$ cat src/rtl/button_press_classifier_unit_defines.svh
// assertion macros shared by the button press classifier rtl
`ifndef BUTTON_PRESS_CLASSIFIER_UNIT_DEFINES_SVH
`define BUTTON_PRESS_CLASSIFIER_UNIT_DEFINES_SVH

// same-cycle implication, checked out of reset
`define BPC_ASSERT_NOW(lbl, pre, post, msg) \
    lbl: assert property (@(posedge clk) disable iff (!rst_n) (pre) |-> (post)) \
        else $error(msg);

// next-cycle implication, checked out of reset
`define BPC_ASSERT_NEXT(lbl, pre, post, msg) \
    lbl: assert property (@(posedge clk) disable iff (!rst_n) (pre) |=> (post)) \
        else $error(msg);

`endif

$ cat src/rtl/bpc_pkg.sv
// shared types and constants of the button press classifier
`timescale 1ns / 1ps
`default_nettype none

package bpc_pkg;

    localparam int BUTTONS_DEF = 5;
    localparam int OUT_FIELDS  = 5;
    localparam int PRESS_BITS  = 5;

    localparam int CNT_W   = 8;
    localparam int STATE_W = 3;
    localparam int CFG_IDX_W = 2;

    typedef logic [STATE_W-1:0] bpc_state_t;

    localparam bpc_state_t ST_NEUTRAL    = 3'd0;
    localparam bpc_state_t ST_DEBOUNCE   = 3'd1;
    localparam bpc_state_t ST_SHORT_DOWN = 3'd2;
    localparam bpc_state_t ST_LONG_DOWN  = 3'd3;
    localparam bpc_state_t ST_SHORT_UP   = 3'd4;
    localparam bpc_state_t ST_LONG_UP    = 3'd5;
    localparam bpc_state_t ST_SHORT_REDB = 3'd6;
    localparam bpc_state_t ST_LONG_REDB  = 3'd7;

    localparam logic [CFG_IDX_W-1:0] CFG_DEBOUNCE_TICKS   = 2'd0;
    localparam logic [CFG_IDX_W-1:0] CFG_LONG_PRESS_COUNT = 2'd1;

    localparam logic [CNT_W-1:0] DEBOUNCE_RESET   = 8'd5;
    localparam logic [CNT_W-1:0] LONG_PRESS_RESET = 8'd50;
    localparam logic [CNT_W-1:0] COUNTDOWN_RESET  = 8'h05;
    localparam logic [CNT_W-1:0] HOLD_MAX         = 8'hFF;

    typedef struct packed {
        logic [CNT_W-1:0] debounce_ticks;
        logic [CNT_W-1:0] long_press_count;
    } bpc_cfg_t;

    typedef struct packed {
        logic fire;
        logic poll;
        logic clear;
        logic tick;
        logic down;
    } bpc_ctrl_t;

endpackage

`default_nettype wire

$ cat src/rtl/bpc_button.sv
// one button: step countdown, hold counter and press state machine
`timescale 1ns / 1ps
`default_nettype none
`include "button_press_classifier_unit_defines.svh"

module bpc_button (
    input  wire logic                clk,
    input  wire logic                rst_n,
    input  wire bpc_pkg::bpc_cfg_t   cfg,
    input  wire bpc_pkg::bpc_ctrl_t  ctrl,
    output bpc_pkg::bpc_state_t      state_next
);

    bpc_pkg::bpc_state_t            state_reg;
    logic [bpc_pkg::CNT_W-1:0]      hold_reg;
    logic [bpc_pkg::CNT_W-1:0]      hold_next;
    logic [bpc_pkg::CNT_W-1:0]      cnt_reg;
    logic [bpc_pkg::CNT_W-1:0]      cnt_next;
    logic [bpc_pkg::CNT_W-1:0]      cnt_dec;
    logic [bpc_pkg::CNT_W-1:0]      hold_inc;
    bpc_pkg::bpc_state_t            adv_state;
    logic [bpc_pkg::CNT_W-1:0]      adv_hold;

    always_comb
    begin
        cnt_dec = cnt_reg;
        if (ctrl.tick && (cnt_reg != '0))
        begin
            cnt_dec = cnt_reg - bpc_pkg::CNT_W'(1);
        end
        hold_inc = (hold_reg == bpc_pkg::HOLD_MAX) ? bpc_pkg::HOLD_MAX
                                                   : hold_reg + bpc_pkg::CNT_W'(1);
    end

    // one step of the press machine
    always_comb
    begin
        adv_state = state_reg;
        adv_hold  = hold_reg;
        case (state_reg)
            bpc_pkg::ST_NEUTRAL:
            begin
                if (ctrl.down)
                begin
                    adv_hold  = '0;
                    adv_state = bpc_pkg::ST_DEBOUNCE;
                end
            end
            bpc_pkg::ST_DEBOUNCE:
            begin
                adv_state = ctrl.down ? bpc_pkg::ST_SHORT_DOWN : bpc_pkg::ST_NEUTRAL;
                adv_hold  = hold_inc;
            end
            bpc_pkg::ST_SHORT_DOWN:
            begin
                if (ctrl.down)
                begin
                    adv_hold = hold_inc;
                    if (hold_inc > cfg.long_press_count)
                    begin
                        adv_state = bpc_pkg::ST_LONG_DOWN;
                    end
                end
                else
                begin
                    adv_state = bpc_pkg::ST_SHORT_UP;
                end
            end
            bpc_pkg::ST_LONG_DOWN:
            begin
                if (!ctrl.down)
                begin
                    adv_state = bpc_pkg::ST_LONG_UP;
                end
            end
            bpc_pkg::ST_SHORT_UP:
            begin
                if (ctrl.down)
                begin
                    adv_state = bpc_pkg::ST_SHORT_REDB;
                    adv_hold  = '0;
                end
            end
            bpc_pkg::ST_LONG_UP:
            begin
                if (ctrl.down)
                begin
                    adv_state = bpc_pkg::ST_LONG_REDB;
                    adv_hold  = '0;
                end
            end
            bpc_pkg::ST_SHORT_REDB:
            begin
                if (ctrl.down)
                begin
                    adv_hold  = hold_inc;
                    adv_state = bpc_pkg::ST_SHORT_DOWN;
                end
                else
                begin
                    adv_state = bpc_pkg::ST_SHORT_UP;
                end
            end
            bpc_pkg::ST_LONG_REDB:
            begin
                if (ctrl.down)
                begin
                    adv_hold  = hold_inc;
                    adv_state = bpc_pkg::ST_SHORT_DOWN;
                end
                else
                begin
                    adv_state = bpc_pkg::ST_LONG_UP;
                end
            end
            default:
            begin
                adv_state = state_reg;
            end
        endcase
    end

    always_comb
    begin
        state_next = state_reg;
        hold_next  = hold_reg;
        cnt_next   = cnt_reg;
        if (ctrl.fire)
        begin
            if (ctrl.clear)
            begin
                state_next = bpc_pkg::ST_NEUTRAL;
            end
            else if (ctrl.poll)
            begin
                cnt_next = cnt_dec;
                if (cnt_dec == '0)
                begin
                    state_next = adv_state;
                    hold_next  = adv_hold;
                    cnt_next   = cfg.debounce_ticks;
                end
            end
        end
    end

    always_ff @(posedge clk or negedge rst_n)
    begin
        if (!rst_n)
        begin
            state_reg <= bpc_pkg::ST_NEUTRAL;
            hold_reg  <= '0;
            cnt_reg   <= bpc_pkg::COUNTDOWN_RESET;
        end
        else
        begin
            state_reg <= state_next;
            hold_reg  <= hold_next;
            cnt_reg   <= cnt_next;
        end
    end

    `BPC_ASSERT_NEXT(a_hold_sat, hold_reg == bpc_pkg::HOLD_MAX,
        (hold_reg == bpc_pkg::HOLD_MAX) || (hold_reg == '0), "hold counter wrapped")
    `BPC_ASSERT_NEXT(a_clear_neutral, ctrl.fire && ctrl.clear,
        state_reg == bpc_pkg::ST_NEUTRAL, "clear did not reach neutral")
    `BPC_ASSERT_NEXT(a_idle_hold, !ctrl.fire,
        $stable(state_reg) && $stable(hold_reg) && $stable(cnt_reg), "state moved without a beat")

endmodule

`default_nettype wire

$ cat src/rtl/button_press_classifier_unit.sv
// top level of the button press classifier: input stage, button cells, result stage
`timescale 1ns / 1ps
`default_nettype none
`include "button_press_classifier_unit_defines.svh"

// an accepted beat shows its result at out_valid once it moves from the input register into the result register
// throughput: one beat per cycle while out_stall is low, input register and result register run back to back
// the per-button update is one level of logic between the input and result registers
// reset: all buttons neutral, hold counters zero, countdowns five, both stages empty
// reset also sets debounce_ticks to 5 and long_press_count to 50

module button_press_classifier_unit #(
    parameter int BUTTONS = bpc_pkg::BUTTONS_DEF
) (
    input  wire logic                              clk,
    input  wire logic                              rst_n,
    // input channel
    input  wire logic                              in_valid,
    output logic                                   in_stall,
    input  wire logic                              cmd,
    input  wire logic [3:0]                        raw_port_c,
    input  wire logic [7:0]                        raw_port_b,
    input  wire logic                              tick,
    input  wire logic [2:0]                        button_index,
    // result channel
    output logic                                   out_valid,
    input  wire logic                              out_stall,
    output logic [bpc_pkg::STATE_W-1:0]            state_button0,
    output logic [bpc_pkg::STATE_W-1:0]            state_button1,
    output logic [bpc_pkg::STATE_W-1:0]            state_button2,
    output logic [bpc_pkg::STATE_W-1:0]            state_button3,
    output logic [bpc_pkg::STATE_W-1:0]            state_button4,
    // configuration write channel
    input  wire logic                              cfg_valid,
    output logic                                   cfg_ready,
    input  wire logic [bpc_pkg::CFG_IDX_W-1:0]     cfg_index,
    input  wire logic [bpc_pkg::CNT_W-1:0]         cfg_data
);

    // configuration registers, always ready
    bpc_pkg::bpc_cfg_t cfg_reg;

    assign cfg_ready = 1'b1;

    always_ff @(posedge clk or negedge rst_n)
    begin
        if (!rst_n)
        begin
            cfg_reg.debounce_ticks   <= bpc_pkg::DEBOUNCE_RESET;
            cfg_reg.long_press_count <= bpc_pkg::LONG_PRESS_RESET;
        end
        else if (cfg_valid && cfg_ready)
        begin
            case (cfg_index)
                bpc_pkg::CFG_DEBOUNCE_TICKS:   cfg_reg.debounce_ticks   <= cfg_data;
                bpc_pkg::CFG_LONG_PRESS_COUNT: cfg_reg.long_press_count <= cfg_data;
                default:                       cfg_reg <= cfg_reg;
            endcase
        end
    end

    // input stage
    logic       in_valid_reg;
    logic       in_valid_next;
    logic       cmd_reg;
    logic [3:0] port_c_reg;
    logic [7:0] port_b_reg;
    logic       tick_reg;
    logic [2:0] index_reg;

    // the held beat moves into the result stage when that stage frees up
    logic advance;
    logic in_accept;

    assign advance   = in_valid_reg && (!out_valid || !out_stall);
    assign in_stall  = in_valid_reg && !advance;
    assign in_accept = in_valid && !in_stall;

    always_comb
    begin
        in_valid_next = in_valid_reg;
        if (in_accept)
        begin
            in_valid_next = 1'b1;
        end
        else if (advance)
        begin
            in_valid_next = 1'b0;
        end
    end

    always_ff @(posedge clk or negedge rst_n)
    begin
        if (!rst_n)
        begin
            in_valid_reg <= 1'b0;
        end
        else
        begin
            in_valid_reg <= in_valid_next;
        end
    end

    // payload registers, no reset needed
    always_ff @(posedge clk)
    begin
        if (in_accept)
        begin
            cmd_reg    <= cmd;
            port_c_reg <= raw_port_c;
            port_b_reg <= raw_port_b;
            tick_reg   <= tick;
            index_reg  <= button_index;
        end
    end

    // active-low ports folded into one pressed vector, button 4 on port b bit 1
    logic [bpc_pkg::PRESS_BITS-1:0] pressed;

    assign pressed = ~{port_b_reg[1], port_c_reg};

    // button cells
    bpc_pkg::bpc_state_t cell_next [BUTTONS];

    for (genvar b = 0; b < BUTTONS; b++)
    begin : g_btn
        bpc_pkg::bpc_ctrl_t ctrl;
        logic               down;

        // buttons past the wired ports always read as released
        if (b < bpc_pkg::PRESS_BITS)
        begin : g_wired
            assign down = pressed[b];
        end
        else
        begin : g_open
            assign down = 1'b0;
        end

        assign ctrl.fire  = advance;
        assign ctrl.poll  = !cmd_reg;
        assign ctrl.clear = cmd_reg && (index_reg == 3'(b));
        assign ctrl.tick  = tick_reg;
        assign ctrl.down  = down;

        bpc_button u_button (
            .clk        (clk),
            .rst_n      (rst_n),
            .cfg        (cfg_reg),
            .ctrl       (ctrl),
            .state_next (cell_next[b])
        );
    end

    // result stage
    logic                out_valid_reg;
    logic                out_valid_next;
    bpc_pkg::bpc_state_t out_state_reg [bpc_pkg::OUT_FIELDS];

    always_comb
    begin
        out_valid_next = out_valid_reg && out_stall;
        if (advance)
        begin
            out_valid_next = 1'b1;
        end
    end

    always_ff @(posedge clk or negedge rst_n)
    begin
        if (!rst_n)
        begin
            out_valid_reg <= 1'b0;
        end
        else
        begin
            out_valid_reg <= out_valid_next;
        end
    end

    for (genvar f = 0; f < bpc_pkg::OUT_FIELDS; f++)
    begin : g_out
        if (f < BUTTONS)
        begin : g_used
            always_ff @(posedge clk)
            begin
                if (advance)
                begin
                    out_state_reg[f] <= cell_next[f];
                end
            end
        end
        else
        begin : g_unused
            // no button behind this field, reads as neutral
            always_ff @(posedge clk)
            begin
                out_state_reg[f] <= bpc_pkg::ST_NEUTRAL;
            end
        end
    end

    assign out_valid     = out_valid_reg;
    assign state_button0 = out_state_reg[0];
    assign state_button1 = out_state_reg[1];
    assign state_button2 = out_state_reg[2];
    assign state_button3 = out_state_reg[3];
    assign state_button4 = out_state_reg[4];

    `BPC_ASSERT_NEXT(a_advance_fills, advance, out_valid_reg, "advanced beat not in result stage")
    `BPC_ASSERT_NOW(a_stall_needs_beat, in_stall, in_valid_reg, "stall without a held beat")
    `BPC_ASSERT_NOW(a_free_no_stall, in_valid_reg && !out_valid_reg, !in_stall,
        "stall while result stage empty")

endmodule

`default_nettype wire
$ cat config.mk
export PLATFORM = sky130hd
export DESIGN_NAME = button_press_classifier_unit
export DESIGN_NICKNAME = d
export VERILOG_FILES = /design/src/rtl/bpc_pkg.sv /design/src/rtl/bpc_button.sv /design/src/rtl/button_press_classifier_unit.sv
export VERILOG_INCLUDE_DIRS = /design/src /design/src/rtl
export SDC_FILE = /design/constraint.sdc
export NUM_CORES = 1
export LEC_CHECK = 0
export BUFFER_PORTS_ARGS = -buffer_cell sky130_fd_sc_hd__buf_2
export CELL_PAD_IN_SITES_DETAIL_PLACEMENT = 1
export CELL_PAD_IN_SITES_GLOBAL_PLACEMENT = 2
export CORE_UTILIZATION = 43
export CTS_CLUSTER_SIZE = 14
export DETAILED_ROUTE_END_ITERATION = 8
export PLACE_DENSITY_LB_ADDON = 0.1
export SYNTH_ARGS = -nofsm -noshare
export SYNTH_HDL_FRONTEND = slang
export SYNTH_SLANG_ARGS = --single-unit
export TNS_END_PERCENT = 50
$ cat constraint.sdc
create_clock -name clk -period 9.1 [get_ports clk]
set_clock_uncertainty 0.2 [all_clocks]
set_input_delay 1.365 -clock clk [delete_from_list [all_inputs] [get_ports clk]]
set_output_delay 1.365 -clock clk [all_outputs]
set_load 0.05 [all_outputs]
* Yosys cells after proc, flatten, opt, wreduce, memory -nomap -nowiden
Memory sizes are Yosys's and may differ from the RTL's. Cells that the tools add are included.
Word-level totals: register bits 124, latch bits 0, RAM bits 15, ROM bits 0, input bits 32, output and inout bits 18, logic and storage cells 271, memories kept 1
Cells by class: $add $sub $neg 10, multipliers 0, div/mod/pow operators 0, order comparisons 5, equality and inequality tests 55, shift operators 0, mux-type cells 105, bitwise gates (word level) 7, reductions and logical operators 64
Memory list:
- out_state_reg | words 5, width 3, read ports 5, clocked after memory_dff 0, wr ports 5, line button_press_classifier_unit.sv:158 | bpc_pkg::bpc_state_t out_state_reg [bpc_pkg::OUT_FIELDS];
Operators by type and width (number):
- $mux W8 | 25
- $mux W3 | 60
- $pmux W3 S8 | 5
- $pmux W8 S3 | 5
- $eq A3 B3 Y1 const B | 21
- $add A8 B1 Y8 const B | 5
- $eq A8 B8 Y1 const B | 5
- $gt A8 B8 Y1 | 5
- $logic_not A8 Y1 | 5
- $reduce_bool A8 Y1 | 5
- $sub A8 B1 Y8 const B | 5
- $eq A3 B2 Y1 const B | 12
- $reduce_and A7 Y1 | 5
- $reduce_or A3 Y1 | 10
- $ne A2 B1 Y1 const B | 10
- $eq A3 B1 Y1 const B | 6
- $logic_not A3 Y1 | 6
- $reduce_and A3 Y1 | 5
- $reduce_bool A3 Y1 | 5
- $logic_and A1 B1 Y1 | 14
- $mux W2 | 5
- $not A1 Y1 | 6
- $mux W1 | 5
- $not A5 Y5 | 1
- other kinds (6) | 10

* Depth between registers and ports, before layout
depth in word-level cells 10, gate-level depth with buffers 12, mapped depth without buffers 12

* Hierarchy
Synthesis repeated with hierarchy kept, for this count alone.
Unflattened totals: cell total of the unflattened synthesis 1076, area total of the unflattened synthesis 9844.4 um^2
Modules (own cells, without submodules):
- bpc_button (g_btn[0].u_button ...) | times used 4, cells each 203, area each 1681.6 um^2, seq. area each 478.0 um^2
- bpc_button (g_btn[4].u_button) | times used 1, cells each 183, area each 1587.8 um^2, seq. area each 478.0 um^2
- button_press_classifier_unit | times used 1, cells each 81, area each 1530.2 um^2, seq. area each 1207.4 um^2

* Worst setup path after synthesis
OpenSTA, ideal clock, no wires.
kind input-to-reg, start in out_stall, end reg g_btn[2].u_button.cnt_reg[6] (netlist bit), setup time 0.118 ns, data arrival time 3.118 ns, data required time 8.782 ns, path slack 5.664 ns, cell stages on the path 9, buffers on the path 2, cells stage by stage a21bo_2 -> clkbuf_1 -> inv_1 -> nand2b_1 -> clkbuf_1 -> or2_2 -> nor3_1 -> mux2i_1 -> a21o_1
Between the ends: word-level cells in the longest chain between the ends 4
Ends and longest elaborated chain:
- start, declared | line button_press_classifier_unit.sv:27 | input wire logic out_stall,
- $logic_not A1 Y1 | line button_press_classifier_unit.sv:75 | assign advance = in_valid_reg && (!out_valid || !out_stall);
- $logic_or A1 B1 Y1 | line button_press_classifier_unit.sv:75
- $logic_and A1 B1 Y1 | line button_press_classifier_unit.sv:75
- net advance | line button_press_classifier_unit.sv:72 | logic advance;
- $reduce_and A3 Y1 (no line)
- end signal, assigned | line bpc_button.sv:153 | cnt_reg <= bpc_pkg::COUNTDOWN_RESET;
- end signal, assigned | line bpc_button.sv:159 | cnt_reg <= cnt_next;
- end, declared | line bpc_button.sv:17 | logic [bpc_pkg::CNT_W-1:0] cnt_reg;
The timed path passes the listed nets, and every way through them passes these cells. A chain may end at the register's enable or synchronous reset.

* Final worst setup path
start in out_stall, end reg g_btn[4].u_button.hold_reg[0] (netlist bit)
Between the ends: word-level cells in the longest chain between the ends 4
Ends and longest elaborated chain:
- $logic_not A1 Y1 | line button_press_classifier_unit.sv:75
- $logic_or A1 B1 Y1 | line button_press_classifier_unit.sv:75
- $logic_and A1 B1 Y1 | line button_press_classifier_unit.sv:75
- $reduce_and A7 Y1 (no line)
- end signal, assigned | line bpc_button.sv:158 | hold_reg <= hold_next;
- end, declared | line bpc_button.sv:15 | logic [bpc_pkg::CNT_W-1:0] hold_reg;
Every way passes these cells.

==> impl_metrics.yaml <==
worst_setup_path:
  reg2reg_to: "out_state_reg[0][0]"
  critPathArrivalTime_ns: 3.94
  path_class: "in2reg"
  crit_required_ns: 9.20
  r2r_cells: 12
  crit_path_end_kind: "register"
  path_max_fanout: 40
  cp-start-kind: "primary input"
  cpLargestDelayFamily: "simple AND/OR/NAND/NOR gates"
  slowest_delay_ns: 0.68
  r2r_slack_ns: 5.49
  crit_slowest_cell: "nor4_4"
  path_buf_inv: 2
  crit_chain: "buf_2, a21bo_2, nor2_4, buf_4, nand3_1, nor4_4, o21ai_2, mux2_1"
  rr_startpoint: "g_btn[0].u_button.hold_reg[0]"
min_path:
  min_from: "in_valid_reg"
  whs_path_depth: 1
  min_path_type: "reg2reg"
  hold-path-endpoint: "out_valid"
layout:
  final_cell_mix: "dfrtp_1 (98), nand2_1 (91), nor2_1 (79)"
  area_growth_pct: 12.2
  diodes: 0
  num-nets-final: 1100
  final.fill_count: 2434
  final_layout_size_suffix_gt1_frac: 0.173
  mostFrequentLayoutCell: "dfrtp_1"
  multi_input_area_mm2: 0.00528
  register_area_mm2: 0.00360
yosys:
  synthesis.area_mm2: 0.00916
  synthCells: 982
  synth_area_per_cell_um2: 9.33
  yosys-top-cells-area: "dfrtp_1 (27%), edfxtp_1 (8.2%), ha_1 (7.5%)"
  ys_types: 85
  yosysWarnings: 0
  yosys.area_share.simple: 0.222
  synth.largest_area_cell: "dfrtp_1"
  async_reset_ff_frac: 0.819
  ys.flop_type: "dfrtp_1"
  synth-edff-count: 25
  synth_top_family_by_area: "simple AND/OR/NAND/NOR gates"
  synth_mux_area_frac: 0.0703
  synth_fa_ha_area_frac: 0.0762
  syn_nets: 1069
  yosys.area_share.xor_xnor: 0.0239
  synth_top_area_share: 0.268
  ys_ff_latch: 138
  synth-seq-area-share: 0.393
  synth_compound_area_frac: 0.182
timing:
  worstMarginPinSlew_ns: 0.913
  setup_tns_ns: 0
  timing_hold_violations_final: 0
  drv_slew: 0
  finalCritPeriodShare: 0.422
  fin_ws_ns: 5.26
  finalCriticalPeriod_ns: 3.84
  max_freq_ghz: 0.260
  relSlewSlack: 0.391
  rsz0062_at_grt: "no"
  setup_viol: 0
floorplan:
  die-area_mm2: 0.0219
  die-width_um: 148
  die_height_um: 148
  num_rows: 53
  core_area_mm2: 0.0210
  initial_core_util: 0.437
  io_pins: 50
clock_tree:
  cts_resized: 0
  clock_path_buffers: 2
  cts_made_buffers: 17
  clk_latency_ns: 0.42
  clk_pin_slew_worst_paths_ns: 0.06
  tritoncts: "done"
  cts_sinks: 138
  cts_root_buf: "clkbuf_16"
  cts-hold-fix-buffers: 0
  cts_max_level: 4
  cts_setup_buffers: 0
routing:
  routed_wl_um: 26000
  first_pass_iters: 4
  avgViaCountPerCell: 5.92
  postRouteAntennaNets: 0
  drcViolationCount: 0
  vias: 7704
  wl_per_cell_um: 20.0
  dr.first_iter.drc_count: 301
placed_design:
  gp_congestion: 0.785
  dp_hpwl_um: 18300
  dp_slack_ns: 4.81
  io_buffers: 41
status:
  outcome: "complete, no violations"
pwr:
  totalPowerFinal_w: 0.00251
  power.density_mw_per_mm2: 245
  leakagePower_nw: 4.49
  ir_drop_mv: 0.0875
global_route:
  grt_pass1_wl_um: 42100
  gr-total-overflow: 0
  grt_pass1_vias: 7817
  grt_max_degree: 68
  grt_usage: 0.247
  antenna_found_initial: 0
run:
  drv_cap: 0
-- per-layer routing --
metal,share of wire,track usage,up-vias
met2,0.48,0.405,93
met5,0,0,-
li1,-,-,3715
met1,0.48,0.341,3865
met4,0.015,0.0649,0
met3,0.027,0.0377,31
-- metrics by stage --
stage          hold slack, ns  area [um2]  instances  utilization
2_1_floorplan           0.241        9160        982            -
3_3_place_gp            0.250        9650       1269        0.460
3_5_place_dp            0.280        9650       1269        0.460
4_1_cts                 0.290       10300       1301        0.490
5_1_grt                 0.315       10300       1301        0.490
6_report                0.296       10300       1301        0.490
-- kinds of logic (layout without fill, tap and decap cells) --
logic type	Yosys count	count (layout)
xor gates and xnor gates	25	25
muxes	58	58
adders and majority gates	56	56
AOI/OAI and AO/OA	247	247
and+or+nand+nor	380	380
other	1	1
buffers and inverters	77	121
DFF	138	138
-- cells in the mapped netlist (all sizes together) (4+ instances only) --
cell / instances
a21o: 6
nor4: 13
or3: 4
nor2: 80
mux2: 51
mux2i: 7
a211oi: 5
nor2b: 22
ha: 55
buf: 9
a31oi: 26
nand2b: 16
dfrtp: 98
o211ai: 14
a31o: 4
edfxtp: 25
dfstp: 15
nand2: 91
a211o: 4
xor2: 9
a32oi: 11
nor3b: 6
a221oi: 7
and4: 5
o21a: 4
inv: 37
or4: 7
o31ai: 7
clkbuf: 30
o21bai: 4
nand3: 32
a21oi: 69
or3b: 5
a22oi: 7
nand4: 17
o22a: 6
and3: 18
xnor2: 16
and2: 16
or2: 5
nor3: 26
o21ai: 43
nor4b: 4
-- how the worst max path moves through the flow --
stage          slack (ns)                       endpoint  depth (start not counted)      start
2_1_floorplan        5.66   g_btn[2].u_button.cnt_reg[6]                          9  out_stall
3_3_place_gp         4.83  g_btn[4].u_button.hold_reg[0]                          8  out_stall
3_5_place_dp         4.81  g_btn[4].u_button.hold_reg[0]                          8  out_stall
4_1_cts              5.27  g_btn[4].u_button.hold_reg[0]                          8  out_stall
5_1_grt              5.13  g_btn[4].u_button.hold_reg[0]                          8  out_stall
6_report             5.26  g_btn[4].u_button.hold_reg[0]                          8  out_stall
-- where the power goes --
group | internal [W] | total, W | leakage, nW | switching [W]
sequential | 0.000751 | 0.000922 | 1.68 | 0.000171
clock | 0.000473 | 0.000752 | 0.303 | 0.000279
combinational | 0.000323 | 0.000840 | 2.50 | 0.000517
-- cell type report --
cell class / instances / share of cell area
flip-flops and latches: 138 / 0.350
clock inverters: 11 / 0.0163
multi-input cells: 767 / 0.514
repair buffers: 51 / 0.0275
well taps: 275 / 0.0335
inverters: 38 / 0.0139
clock buffers: 21 / 0.0448
Power figures use the tool's default switching activity.
